===== config.mk =====
export PLATFORM = sky130hd
export DESIGN_NAME = lagrange_basis_eval_unit
export DESIGN_NICKNAME = d
export VERILOG_FILES = /design/src/rtl/lbe_pkg.sv /design/src/rtl/lagrange_basis_eval_unit.sv /design/src/rtl/lbe_ctrl.sv /design/src/rtl/lbe_datapath.sv
export SDC_FILE = /design/constraint.sdc
export NUM_CORES = 2
export LEC_CHECK = 0
export BUFFER_PORTS_ARGS = -buffer_cell sky130_fd_sc_hd__buf_2
export CAP_MARGIN = 20
export CORE_ASPECT_RATIO = 0.5
export CORE_MARGIN = 4
export CORE_UTILIZATION = 25
export DETAILED_ROUTE_END_ITERATION = 16
export GPL_TIMING_DRIVEN = 0
export SLEW_MARGIN = 15
export SYNTH_ARGS = -nofsm -noshare
export SYNTH_HDL_FRONTEND = slang
export SYNTH_SLANG_ARGS = --single-unit

===== constraint.sdc =====
create_clock -name clk_i -period 14.65 [get_ports clk_i]
set_input_delay 0 -clock clk_i [delete_from_list [all_inputs] [get_ports clk_i]]
set_output_delay 0 -clock clk_i [all_outputs]
set_load 0.02 [all_outputs]

===== src/rtl/lbe_pkg.sv =====
// ----------------------------------------------------------------------------
// lbe_pkg
// Types, node constants and inverse denominators for the Lagrange basis unit.
// ----------------------------------------------------------------------------
package lbe_pkg;

  localparam int unsigned TableDepth = 35;
  localparam int unsigned TableOrder = 7;
  localparam logic signed [31:0] OneQ24 = 32'sd16777216;
  localparam logic signed [31:0] OneQ30 = 32'sd1073741824;

  typedef enum logic [2:0] {
    ST_IDLE,
    ST_PROD_INIT,
    ST_MUL,
    ST_ACC,
    ST_FINAL,
    ST_EMIT
  } state_e;

  typedef struct packed {
    logic       load;       // capture transaction, clear indices
    logic       prod_init;  // product := 1.0
    logic       mul_step;   // product *= (x - x_l)
    logic       acc;        // sum += product
    logic       fin;        // result := v * W
    logic       emit;       // strobe result
    logic       l_next;
    logic       i_next;
  } ctrl_t;

  typedef struct packed {
    logic action;
    logic l_skip;   // l == i, or l == k when action is set
    logic l_done;   // l == n
    logic k_done;   // k == n, or k + 1 == n when i == n
    logic i_done;   // i == n
  } status_t;

  typedef logic [TableDepth-1:0][31:0] inv_tbl_t;

  function automatic logic [5:0] table_base(input logic [2:0] n);
    logic [5:0] nn;
    nn = {3'd0, n};
    return 6'(((nn - 6'd1) * (nn + 6'd2)) >> 1);
  endfunction

  function automatic logic signed [31:0] node_rom(input logic [5:0] a);
    logic signed [31:0] r;
    case (a)
      6'd0, 6'd2, 6'd5, 6'd9, 6'd14, 6'd20, 6'd27: r = -OneQ30;
      6'd1, 6'd4, 6'd8, 6'd13, 6'd19, 6'd26, 6'd34: r = OneQ30;
      6'd3, 6'd11, 6'd23: r = 32'sd0;
      6'd6:  r = -32'sd480191942;
      6'd7:  r = 32'sd480191942;
      6'd10: r = -32'sd702929026;
      6'd12: r = 32'sd702929026;
      6'd15: r = -32'sd821471899;
      6'd16: r = -32'sd306265009;
      6'd17: r = 32'sd306265009;
      6'd18: r = 32'sd821471899;
      6'd21: r = -32'sd891446121;
      6'd22: r = -32'sd503422559;
      6'd24: r = 32'sd503422559;
      6'd25: r = 32'sd891446121;
      6'd28: r = -32'sd936023857;
      6'd29: r = -32'sd635333232;
      6'd30: r = -32'sd224733324;
      6'd31: r = 32'sd224733324;
      6'd32: r = 32'sd635333232;
      6'd33: r = 32'sd936023857;
      default: r = 32'sd0;
    endcase
    return r;
  endfunction

  // Inverse denominator W_i for table entry a (Q8.24), evaluated at
  // elaboration only to fill the constant table below.
  function automatic logic signed [31:0] inv_den(input logic [5:0] a);
    logic [63:0] prod;
    logic [63:0] w;
    logic [63:0] m;
    logic [63:0] num;
    logic [63:0] rem;
    logic signed [33:0] d;
    logic neg;
    int unsigned n;
    int unsigned base;
    int unsigned i;
    prod = 64'd1 << 28;
    neg = 1'b0;
    n = 1;
    for (int unsigned t = 1; t <= TableOrder; t++) begin
      if (int'(a) >= int'(((t - 1) * (t + 2)) >> 1)) n = t;
    end
    base = ((n - 1) * (n + 2)) >> 1;
    i = int'(a) - base;
    for (int unsigned p = 0; p <= TableOrder; p++) begin
      if (p <= n && p != i) begin
        d = 34'(node_rom(a)) - 34'(node_rom(6'(base + p)));
        if (d < 0) begin
          neg = ~neg;
          m = 64'(-d);
        end else begin
          m = 64'(d);
        end
        prod = (prod * (m >> 2)) >> 28;
      end
    end
    if (prod == 64'd0) begin
      w = 64'h7FFF_FFFF;
    end else begin
      // rounded quotient by restoring long division
      num = (64'd1 << 52) + (prod >> 1);
      rem = '0;
      w   = '0;
      for (int b = 63; b >= 0; b--) begin
        rem = {rem[62:0], num[b]};
        if (rem >= prod) begin
          rem  = rem - prod;
          w[b] = 1'b1;
        end
      end
    end
    if (w > 64'h7FFF_FFFF) w = 64'h7FFF_FFFF;
    return neg ? -$signed(w[31:0]) : $signed(w[31:0]);
  endfunction

  function automatic inv_tbl_t build_inv_den();
    inv_tbl_t tbl;
    for (int unsigned a = 0; a < TableDepth; a++) tbl[a] = inv_den(6'(a));
    return tbl;
  endfunction

  localparam inv_tbl_t InvDenTbl = build_inv_den();

endpackage


===== src/rtl/lagrange_basis_eval_unit.sv =====
// ----------------------------------------------------------------------------
// lagrange_basis_eval_unit
// Lagrange basis values or derivatives on Gauss-Lobatto nodes, one result
// per node, computed on a single shared multiplier.
// ----------------------------------------------------------------------------
// Busy stays high from acceptance until the final node has been processed, in
// basis and derivative mode alike; the last result strobes in the first cycle
// with busy low. The shared multiplier takes one factor per cycle; a new
// transaction is accepted once busy is low.
// Results strobe for one cycle each; the receiver cannot stall.
// Reset clears the sequencer and strobe; the node ROM is constant.
module lagrange_basis_eval_unit #(
  parameter int unsigned MAX_ORDER = 7
) (
  input  logic               clk_i,
  input  logic               rst_ni,
  input  logic               start,
  output logic               busy,
  input  logic               action_i,
  input  logic signed [31:0] coord_i,
  input  logic [2:0]         order_i,
  output logic               strobe,
  output logic signed [31:0] value_o,
  output logic [2:0]         node_index_o,
  output logic               last_o,
  output logic               saturated_o
);

  lbe_pkg::ctrl_t   ctrl;
  lbe_pkg::status_t status;

  lbe_ctrl u_ctrl (
    .clk_i         (clk_i),
    .rst_ni        (rst_ni),
    .start_i       (start),
    .valid_order_i (order_i != 3'd0),
    .status_i      (status),
    .ctrl_o        (ctrl),
    .busy_o        (busy)
  );

  lbe_datapath #(.MAX_ORDER(MAX_ORDER)) u_dp (
    .clk_i        (clk_i),
    .rst_ni       (rst_ni),
    .ctrl_i       (ctrl),
    .action_i     (action_i),
    .coord_i      (coord_i),
    .order_i      (order_i),
    .status_o     (status),
    .done_o       (strobe),
    .value_o      (value_o),
    .node_index_o (node_index_o),
    .last_o       (last_o),
    .saturated_o  (saturated_o)
  );

endmodule


===== src/rtl/lbe_ctrl.sv =====
// ----------------------------------------------------------------------------
// lbe_ctrl
// Sequencer walking nodes i, partial terms k and factors l.
// ----------------------------------------------------------------------------
module lbe_ctrl (
  input  logic              clk_i,
  input  logic              rst_ni,
  input  logic              start_i,
  input  logic              valid_order_i,
  input  lbe_pkg::status_t  status_i,
  output lbe_pkg::ctrl_t    ctrl_o,
  output logic              busy_o
);

  lbe_pkg::state_e state_q, state_d;

  always_ff @(posedge clk_i or negedge rst_ni) begin
    if (!rst_ni) begin
      state_q <= lbe_pkg::ST_IDLE;
    end else begin
      state_q <= state_d;
    end
  end

  always_comb begin
    state_d = state_q;
    case (state_q)
      lbe_pkg::ST_IDLE: begin
        if (start_i && valid_order_i) state_d = lbe_pkg::ST_PROD_INIT;
      end
      lbe_pkg::ST_PROD_INIT: state_d = lbe_pkg::ST_MUL;
      lbe_pkg::ST_MUL: begin
        if (status_i.l_done) begin
          state_d = status_i.action ? lbe_pkg::ST_ACC : lbe_pkg::ST_FINAL;
        end
      end
      lbe_pkg::ST_ACC: begin
        if (status_i.k_done) state_d = lbe_pkg::ST_FINAL;
        else state_d = lbe_pkg::ST_PROD_INIT;
      end
      lbe_pkg::ST_FINAL: state_d = lbe_pkg::ST_EMIT;
      lbe_pkg::ST_EMIT: begin
        if (status_i.i_done) state_d = lbe_pkg::ST_IDLE;
        else state_d = lbe_pkg::ST_PROD_INIT;
      end
      default: state_d = lbe_pkg::ST_IDLE;
    endcase
  end

  always_comb begin
    ctrl_o = '0;
    case (state_q)
      lbe_pkg::ST_IDLE: begin
        ctrl_o.load = start_i && valid_order_i;
      end
      lbe_pkg::ST_PROD_INIT: ctrl_o.prod_init = 1'b1;
      lbe_pkg::ST_MUL: begin
        ctrl_o.mul_step = ~status_i.l_skip;
        ctrl_o.l_next   = 1'b1;
      end
      lbe_pkg::ST_ACC: begin
        ctrl_o.acc = 1'b1;
      end
      lbe_pkg::ST_FINAL: ctrl_o.fin = 1'b1;
      lbe_pkg::ST_EMIT: begin
        ctrl_o.emit   = 1'b1;
        ctrl_o.i_next = 1'b1;
      end
      default: ctrl_o = '0;
    endcase
  end

  assign busy_o = (state_q != lbe_pkg::ST_IDLE);

endmodule


===== src/rtl/lbe_datapath.sv =====
// ----------------------------------------------------------------------------
// lbe_datapath
// Shared multiplier, product and sum registers, node and W lookup.
// ----------------------------------------------------------------------------
module lbe_datapath #(
  parameter int unsigned MAX_ORDER = 7
) (
  input  logic               clk_i,
  input  logic               rst_ni,
  input  lbe_pkg::ctrl_t     ctrl_i,
  input  logic               action_i,
  input  logic signed [31:0] coord_i,
  input  logic [2:0]         order_i,
  output lbe_pkg::status_t   status_o,
  output logic               done_o,
  output logic signed [31:0] value_o,
  output logic [2:0]         node_index_o,
  output logic               last_o,
  output logic               saturated_o
);

  localparam logic [2:0] MaxN =
    (MAX_ORDER > lbe_pkg::TableOrder) ? 3'(lbe_pkg::TableOrder) : 3'(MAX_ORDER);

  logic               action_q;
  logic signed [31:0] x_q;
  logic [2:0]         n_q;
  logic [5:0]         base_q;
  logic [2:0]         i_q, k_q, l_q;
  logic signed [31:0] prod_q, sum_q;
  logic               sat_q;
  logic               valid_q;
  logic signed [31:0] value_q;
  logic [2:0]         idx_q;
  logic               last_q, satout_q;

  logic [2:0]         n_in;
  logic signed [32:0] diff;
  logic signed [65:0] mul;
  logic signed [65:0] shr;
  logic signed [32:0] acc_sum;
  logic signed [31:0] w;
  logic signed [31:0] mul_a;
  logic signed [32:0] mul_b;
  logic [4:0]         sh;

  assign n_in = (order_i > MaxN) ? MaxN : order_i;
  assign diff = 33'(x_q) - 33'(lbe_pkg::node_rom(base_q + 6'(l_q)));
  assign w    = lbe_pkg::InvDenTbl[base_q + 6'(i_q)];
  assign mul_a = ctrl_i.fin ? (action_q ? sum_q : prod_q) : prod_q;
  assign mul_b = ctrl_i.fin ? 33'(w) : diff;
  assign sh    = ctrl_i.fin ? 5'd24 : 5'd30;
  assign mul   = 66'(mul_a) * 66'(mul_b);
  assign shr   = mul >>> sh;
  assign acc_sum = 33'(sum_q) + 33'(prod_q);

  function automatic logic signed [31:0] sat66(input logic signed [65:0] v);
    if (v > 66'sh7FFF_FFFF) return 32'sh7FFF_FFFF;
    if (v < -66'sh8000_0000) return 32'sh8000_0000;
    return v[31:0];
  endfunction

  function automatic logic ovf66(input logic signed [65:0] v);
    return (v > 66'sh7FFF_FFFF) || (v < -66'sh8000_0000);
  endfunction

  assign status_o.action = action_q;
  assign status_o.l_skip = (l_q == i_q) || (action_q && l_q == k_q);
  assign status_o.l_done = (l_q == n_q);
  assign status_o.k_done = (k_q == n_q) ||
                           ((k_q + 3'd1 == n_q) && (n_q == i_q));
  assign status_o.i_done = (i_q == n_q);

  always_ff @(posedge clk_i) begin
    if (ctrl_i.load) begin
      action_q <= action_i;
      x_q      <= coord_i;
      n_q      <= n_in;
      base_q   <= lbe_pkg::table_base(n_in);
      i_q      <= 3'd0;
      k_q      <= (3'd0 == 3'd0) ? 3'd1 : 3'd0;
      sum_q    <= '0;
      sat_q    <= 1'b0;
    end
    if (ctrl_i.prod_init) begin
      prod_q <= lbe_pkg::OneQ24;
      l_q    <= 3'd0;
    end
    if (ctrl_i.mul_step) begin
      prod_q <= sat66(shr);
      if (ovf66(shr)) sat_q <= 1'b1;
    end
    if (ctrl_i.l_next && !status_o.l_done) l_q <= l_q + 3'd1;
    if (ctrl_i.acc) begin
      if (acc_sum > 33'sh7FFF_FFFF) begin
        sum_q <= 32'sh7FFF_FFFF; sat_q <= 1'b1;
      end else if (acc_sum < -33'sh8000_0000) begin
        sum_q <= 32'sh8000_0000; sat_q <= 1'b1;
      end else begin
        sum_q <= acc_sum[31:0];
      end
      if (k_q + 3'd1 == i_q) k_q <= k_q + 3'd2;
      else k_q <= k_q + 3'd1;
    end
    if (ctrl_i.fin) begin
      value_q  <= sat66(shr);
      satout_q <= sat_q | ovf66(shr);
      idx_q    <= i_q;
      last_q   <= (i_q == n_q);
    end
    if (ctrl_i.i_next) begin
      i_q   <= i_q + 3'd1;
      k_q   <= (i_q + 3'd1 == 3'd0) ? 3'd1 : 3'd0;
      sum_q <= '0;
      sat_q <= 1'b0;
    end
  end

  always_ff @(posedge clk_i or negedge rst_ni) begin
    if (!rst_ni) begin
      valid_q <= 1'b0;
    end else begin
      valid_q <= ctrl_i.emit;
    end
  end

  assign done_o       = valid_q;
  assign value_o      = value_q;
  assign node_index_o = idx_q;
  assign last_o       = last_q;
  assign saturated_o  = satout_q;

endmodule

Word-level counts from Yosys, hierarchy flattened
Memories as Yosys holds them, arrays and structs flattened.
Index checks and enable logic that the tools add are counted.
- add/subtract/negate cells: 10
- multiply operators: 2
- $lt $le $gt $ge: 6
- equality and inequality tests: 15
- shift-type cells: 1
- muxes and demuxes: 54
- bitwise logic cells: 2
- reduce and logical (&&, ||, !) cells: 18
- operators by type and width (kind ; number):
    $mux W32 ; 15
    $gt A66 B32 Y1 const B ; 1
    $lt A66 B32 Y1 const B ; 1
    $sshr A66 B5 Y66 ; 1
    $mul A32 B33 Y65 ; 1
    $mux W3 ; 14
    $add A32 B32 Y33 ; 1
    $gt A33 B32 Y1 const B ; 1
    $lt A33 B32 Y1 const B ; 1
    $mux W33 ; 1
    $sub A32 B32 Y33 ; 1
    $eq A3 B3 Y1 ; 8
    $mux W1 ; 23
    $pmux W3 S6 ; 1
    $add A5 B3 Y6 ; 2
    $add A3 B1 Y3 const B ; 3
    $reduce_bool A3 Y1 ; 3
    $reduce_bool A2 Y1 ; 4
    $lt A6 B7 Y1 const B ; 1
    $eq A3 B2 Y1 const B ; 2
    $eq A3 B3 Y1 const B ; 2
    $logic_not A3 Y1 ; 2
    $mul A6 B6 Y6 ; 1
    $add A3 B2 Y4 const B ; 1
    11 further kinds ; 17
- bits in registers: 156
- memory bits (read-only): 4096
- input port bits: 39
- output and inout port bits: 39
- logic and storage cells: 126
- memories kept: 2
- memories (name ; words ; width ; rd ports ; clocked after Yosys merged registers in ; wr ports ; RTL line ; source):
    (no name shown) ; 64 ; 32 ; 1 ; 0 ; 0 ; lbe_datapath.sv:49 ; assign w = lbe_pkg::InvDenTbl[base_q + 6'(i_q)];
    (no name shown) ; 64 ; 32 ; 1 ; 0 ; 0 ; lbe_pkg.sv:50 ; case (a)

Logic depth before layout (Yosys ltp)
- depth in word-level cells: 14
- mapped depth: 60
- gate-level depth less buffers: 56

By module
Synthesis repeated with hierarchy kept, for this count alone.
- cells, all modules: 5844
- area, all modules: 50935.1 sq um
- by module, submodules not included (module ; times used ; cells each ; area an instance (sq um) ; seq. area each (sq um)):
    lbe_datapath ; 1 ; 5810 ; 50682.4 ; 4259.1
    lbe_ctrl ; 1 ; 33 ; 246.5 ; 75.1
    lagrange_basis_eval_unit ; 1 ; 1 ; 6.3 ; 0.0

Worst setup path after synthesis
Ideal clock, no wire load.
- path type: register -> register
- start: reg u_dp.l_q[0]
- end: reg u_dp.prod_q[24] (data pin)
- library setup time: 0.265 ns
- data arrival time: 14.119 ns
- data required time: 14.385 ns
- path slack: 0.266 ns
- cell stages (with the launch flop): 57
- buffers on the path: 6
- clock period less this slack: 14.384 ns
- cells stage by stage: edfxtp_1 -> ha_1 -> fa_1 -> clkbuf_1 -> inv_1 -> ha_1 -> clkbuf_1 -> nand2_1 -> nor3_1 -> o21bai_1 -> ha_1 -> inv_1 -> fa_1 -> a21o_1 -> a21oi_1 -> o21bai_1 -> a21o_1 -> a211oi_1 -> [21 not listed] -> fa_1 -> inv_1 -> fa_1 -> inv_1 -> fa_1 -> ha_1 -> clkbuf_1 -> a21o_1 -> a21o_1 -> a21oi_1 -> o21ai_0 -> a221oi_1 -> o21ai_2 -> xor2_1 -> o41ai_4 -> a31oi_4 -> buf_6 -> or3_1
- cells in the longest elaborated chain, start to end: 13
- elaborated cells between the ends (all ways): 23
- classes of those cells: 2 x add/sub; 1 x mul; 2 x order compare; 2 x eq/ne; 1 x shift; 11 x mux; 1 x bitwise; 2 x reduce/logical; 1 x memory
- RTL lines (what ; RTL line ; source):
    from (decl) ; lbe_datapath.sv:29 ; logic [2:0] i_q, k_q, l_q;
    from (signal assigned) ; lbe_datapath.sv:93 ; if (ctrl_i.l_next && !status_o.l_done) l_q <= l_q + 3'd1;
    $add A5 B3 Y6 ; lbe_datapath.sv:48 ; assign diff = 33'(x_q) - 33'(lbe_pkg::node_rom(base_q + 6'(l_q)));
    $mem_v2 Z64 W32 ; n/a ;
    $sub A32 B32 Y33 ; lbe_datapath.sv:48 ;
    $mux W33 ; lbe_datapath.sv:51 ; assign mul_b = ctrl_i.fin ? 33'(w) : diff;
    $mul A32 B33 Y65 ; lbe_datapath.sv:53 ; assign mul = 66'(mul_a) * 66'(mul_b);
    $sshr A66 B5 Y66 ; lbe_datapath.sv:54 ; assign shr = mul >>> sh;
    $lt A66 B32 Y1 ; lbe_datapath.sv:59 ; if (v < -66'sh8000_0000) return 32'sh8000_0000;
    $mux W1 (2 in series) ; lbe_datapath.sv:59 ;
    $mux W1 ; lbe_datapath.sv:89 ; if (ctrl_i.mul_step) begin
    $mux W32 ; lbe_datapath.sv:60 ; return v[31:0];
    $mux W32 ; lbe_datapath.sv:59 ;
    $mux W32 * ; lbe_datapath.sv:89 ;
    to (signal assigned) ; lbe_datapath.sv:86 ; prod_q <= lbe_pkg::OneQ24;
    to (signal assigned) ; lbe_datapath.sv:90 ; prod_q <= sat66(shr);
    to (decl) ; lbe_datapath.sv:30 ; logic signed [31:0] prod_q, sum_q;
Mark *: on every way between the ends. The rest lies on a longest branch, timed or not. The select of a mux whose other input is x is not followed.
A chain may end at the register's enable or synchronous reset.

Final worst setup path
- start: reg u_dp.base_q[0]
- end: reg u_dp.prod_q[20] (data pin)
- cells in the longest elaborated chain, start to end: 13
- elaborated cells between the ends (all ways): 20
- classes of those cells: 3 x add/sub; 1 x mul; 2 x order compare; 1 x shift; 11 x mux; 2 x memory
- RTL lines (what ; RTL line ; source):
    from (decl) ; lbe_datapath.sv:28 ; logic [5:0] base_q;
    from (signal assigned) ; lbe_datapath.sv:79 ; base_q <= lbe_pkg::table_base(n_in);
    $add A5 B3 Y6, on equally long branches ; lbe_datapath.sv:48, lbe_datapath.sv:49 ;
    $mem_v2 Z64 W32, on equally long branches ; n/a ;
    $sub A32 B32 Y33 / $mux W32 (equally long branches) ; lbe_datapath.sv:48, lbe_datapath.sv:49 ;
    $mux W33 * ; lbe_datapath.sv:51 ;
    $mul A32 B33 Y65 * ; lbe_datapath.sv:53 ;
    $sshr A66 B5 Y66 * ; lbe_datapath.sv:54 ;
    $lt A66 B32 Y1 ; lbe_datapath.sv:59 ;
    $mux W1 (2 in series) ; lbe_datapath.sv:59 ;
    $mux W1 ; lbe_datapath.sv:89 ;
    $mux W32 ; lbe_datapath.sv:60 ;
    $mux W32 * ; lbe_datapath.sv:59 ;
    $mux W32 * ; lbe_datapath.sv:89 ;
Marked as above.

==> summary.txt <==
standard-cell rows: 116
M3 GR Usage: 0.04719
global-route wire length before repair: 291300 um
Post-DP HPWL: 167400 um
setup TNS: 0 ns
met2 GRT Util: 0.2796
FF+latch count, synth: 156
met1 Usage GRT: 0.2478
CTS root buf: clkbuf_16
largest net degree at the start of global routing: 37
Final nets: 7485
ys async rst share: 0.02564
RePlAce Congestion: 1.016
Area growth syn-to-layout: 14.52%
period utilisation layout: 0.9883
final setup fails: 0
Mapped Cells: 5845
Top FF cell, synth: edfxtp_1
post-synthesis cell area: 50490 sq um
Iteration-0 DRC Markers: 5200
Critical Path Source Type: flop
min-delay src: start
Fmax achieved: 0.06907 GHz
nature of the critical path endpoint: flop
Worst Path Required: 14.84 ns
vias in the first global route: 43.36k
class of the worst hold path: in2reg
yosys warns: 0
core area: 200400 sq um
detailed-route via count: 43.35k
Syn Area/Cell: 8.638 sq um
fin. max-slew vios: 0
drt wl/cell: 22.47 um
grt total ovfl: 0
CTS max path bufs: 2
pre-CTS setup slack: -3.839 ns
Post-Syn Nets: 7279
CTS tree: built
gr busiest metal: met2
# clock sinks: 156
Slew @ Worst Pin: 1.232 ns
most used cell, CP: fa_1
Num CTS Buffers: 17
critical path fanouts, max: 10
Arrival @ worst endpoint: 14.67 ns
routed wire length: 197500 um
clock skew: 0.01907 ns
WS Path Type: reg2reg
post-route worst setup slack: 0.1713 ns
worst r2r src: u_dp.base_q[0]$_DFFE_PP_
Hold Vio Cnt, Final: 0
die height: 325.8 um
Slew HR: 0.1789
DR pass1 iterations: 7
initial antenna violation count: 13
register area share after synthesis: 0.08584
slowest CP cell: fa_2
max cap viols: 0
drt via density: 4.933
Antenna Violating Nets Remaining: 0
Initial Util: 0.2519
outcome: complete, no violations
DRC violations left: 0
Synth cell types: 96
H-tree depth: 4
# port buffers: 77
Clock Latency Late Sink: 0.45 ns
width of the die: 643.5 um
Clk pin slew, worst setup/hold paths: 0.07 ns
die area: 209600 sq um
layout cells sized above 1: 0.09235
Tmin final: 14.48 ns
# IOs: 78
CP max stage delay: 0.70 ns
EDFF count, synth: 119
Hold Path Stages: 4
R2R cell count: 53
crit path from: u_dp.base_q[0]$_DFFE_PP_
Overall Global Routing Usage: 0.1860
per-stage QoR:
stage | utilization | area (sq um) | hold slack, ns | instances
2_1_floorplan | - | 50490 | -0.2956 | 5845
3_3_place_gp | 0.2708 | 54270 | -0.1888 | 8636
3_5_place_dp | 0.2732 | 54760 | -0.1849 | 8658
4_1_cts | 0.2841 | 56950 | 0.1361 | 8746
5_1_grt | 0.2883 | 57790 | 0.1930 | 8778
6_report | 0.2885 | 57820 | 0.1436 | 8789
worst paths after layout:
check	to	slack, ns
setup / recovery	u_dp.prod_q[20]$_SDFFCE_PN0P_	0.17
hold / removal	u_ctrl.state_q[0]$_DFFE_PN0P_	0.14
setup reg to reg	u_dp.prod_q[20]$_SDFFCE_PN0P_	0.17
hold reg to reg	u_dp.sum_q[0]$_SDFFE_PP0P_	0.46
max in group asynchronous	u_dp.done_o$_DFF_PN0_	14.00
min in group asynchronous	u_ctrl.state_q[2]$_DFFE_PN0P_	0.47
layer usage:
layer,vias to the layer above,part of all wire
met5,-,0.000066
met4,2,0.059
met3,444,0.11
met2,2504,0.43
met1,22120,0.40
li1,18290,-
critical path, delay by kind of cell, from the launching register on:
kind	cells	cell delay (ns)
multiplexers	1	0.19
buffers and inverters	11	1.50
adder cells (fa/ha/maj)	14	6.29
AND/OR/NAND/NOR	7	1.48
flip-flops	1	0.46
AO/OA/AOI/OAI	20	4.28
what timing repair did:
action                                  4_1_cts  5_1_grt
hold buffers                                 39        0
resized for setup                           227      192
pin swaps                                    38       58
endpoints found under the setup margin       66       65
gates cloned                                  1        2
buffers inserted                             40       39
endpoints found under the hold margin        41        0
kinds of logic after synthesis:
logic type,Yosys count,share of synthesized area
XOR/XNOR,148,0.02582
AO/OA/AOI/OAI,751,0.09692
adder cells (fa/ha/maj),1395,0.5121
buffers and inverters,1524,0.1147
AND/OR/NAND/NOR,1807,0.1512
multiplexers,62,0.01331
flip-flops,156,0.08584
other,2,0.0001487
Yosys cell counts (9+ instances only):
cell | number | area, sq um
fa_1 | 1119 | 22400
or3_1 | 12 | 75.07
ha_1 | 276 | 3453
edfxtp_1 | 119 | 3573
buf_1 | 24 | 90.09
nand3_1 | 54 | 270.3
a221oi_1 | 33 | 289.0
a21o_1 | 75 | 563.0
o221ai_1 | 9 | 78.83
xnor2_1 | 101 | 884.6
buf_2 | 13 | 65.06
nor3_1 | 35 | 175.2
a211oi_1 | 33 | 247.7
nor2b_1 | 21 | 131.4
mux2i_1 | 30 | 300.3
nand2b_1 | 59 | 369.1
dfxtp_1 | 33 | 660.6
a21boi_0 | 12 | 90.09
o21a_1 | 27 | 202.7
or2_2 | 17 | 106.4
o211ai_1 | 19 | 142.6
xor2_1 | 46 | 402.9
clkbuf_1 | 245 | 919.6
a31oi_1 | 28 | 175.2
mux2_2 | 29 | 326.6
nand2_1 | 726 | 2725
o22ai_1 | 15 | 93.84
and3_1 | 21 | 131.4
nand4_1 | 32 | 200.2
inv_1 | 1232 | 4624
and2_1 | 59 | 369.1
nor2_1 | 733 | 2751
o31ai_1 | 9 | 67.56
o21bai_1 | 28 | 210.2
a21oi_1 | 223 | 1116
o21ai_0 | 151 | 755.7
final cells by class:
type,count,area (sq um)
clock inverters,13,105.1
fillers,21290,142600
multi-input cells,4165,41720
diodes,11,27.53
clock buffers,19,442.9
plain buffers,253,1255
well taps,2714,3396
flip-flops and latches,156,4334
repair buffers,224,1886
inverters,1234,4648
sequential cells by signal, summed over array words and instances, names as in the netlist:
| signal | count |
|---|---|
| u_dp.prod_q | 32 |
| u_dp.sum_q | 32 |
| u_dp.value_o | 32 |
| u_dp.x_q | 32 |
| u_dp.base_q | 5 |
| u_ctrl.state_q | 3 |
| u_dp.i_q | 3 |
| u_dp.k_q | 3 |
| u_dp.l_q | 3 |
| u_dp.n_q | 3 |
| u_dp.node_index_o | 3 |
| u_dp.action_q | 1 |
| u_dp.done_o | 1 |
| u_dp.last_o | 1 |
| u_dp.sat_q | 1 |
| u_dp.saturated_o | 1 |
cell usage in the layout, fill, tap and decap left out, drive strengths merged, types with 39 or more instances in the layout:
cell type,n
nand2b,59
buf,247
a21oi,226
nand2,726
inv,1236
o21ai,156
clkbuf,209
nand3,54
and2,59
dlygate4sd3,39
nor2,734
fa,1119
xnor2,102
xor2,46
ha,276
edfxtp,119
a21o,75
Power is not shown: default switching activity piles up to over one toggle a cycle in this logic, so the estimate is an artifact.
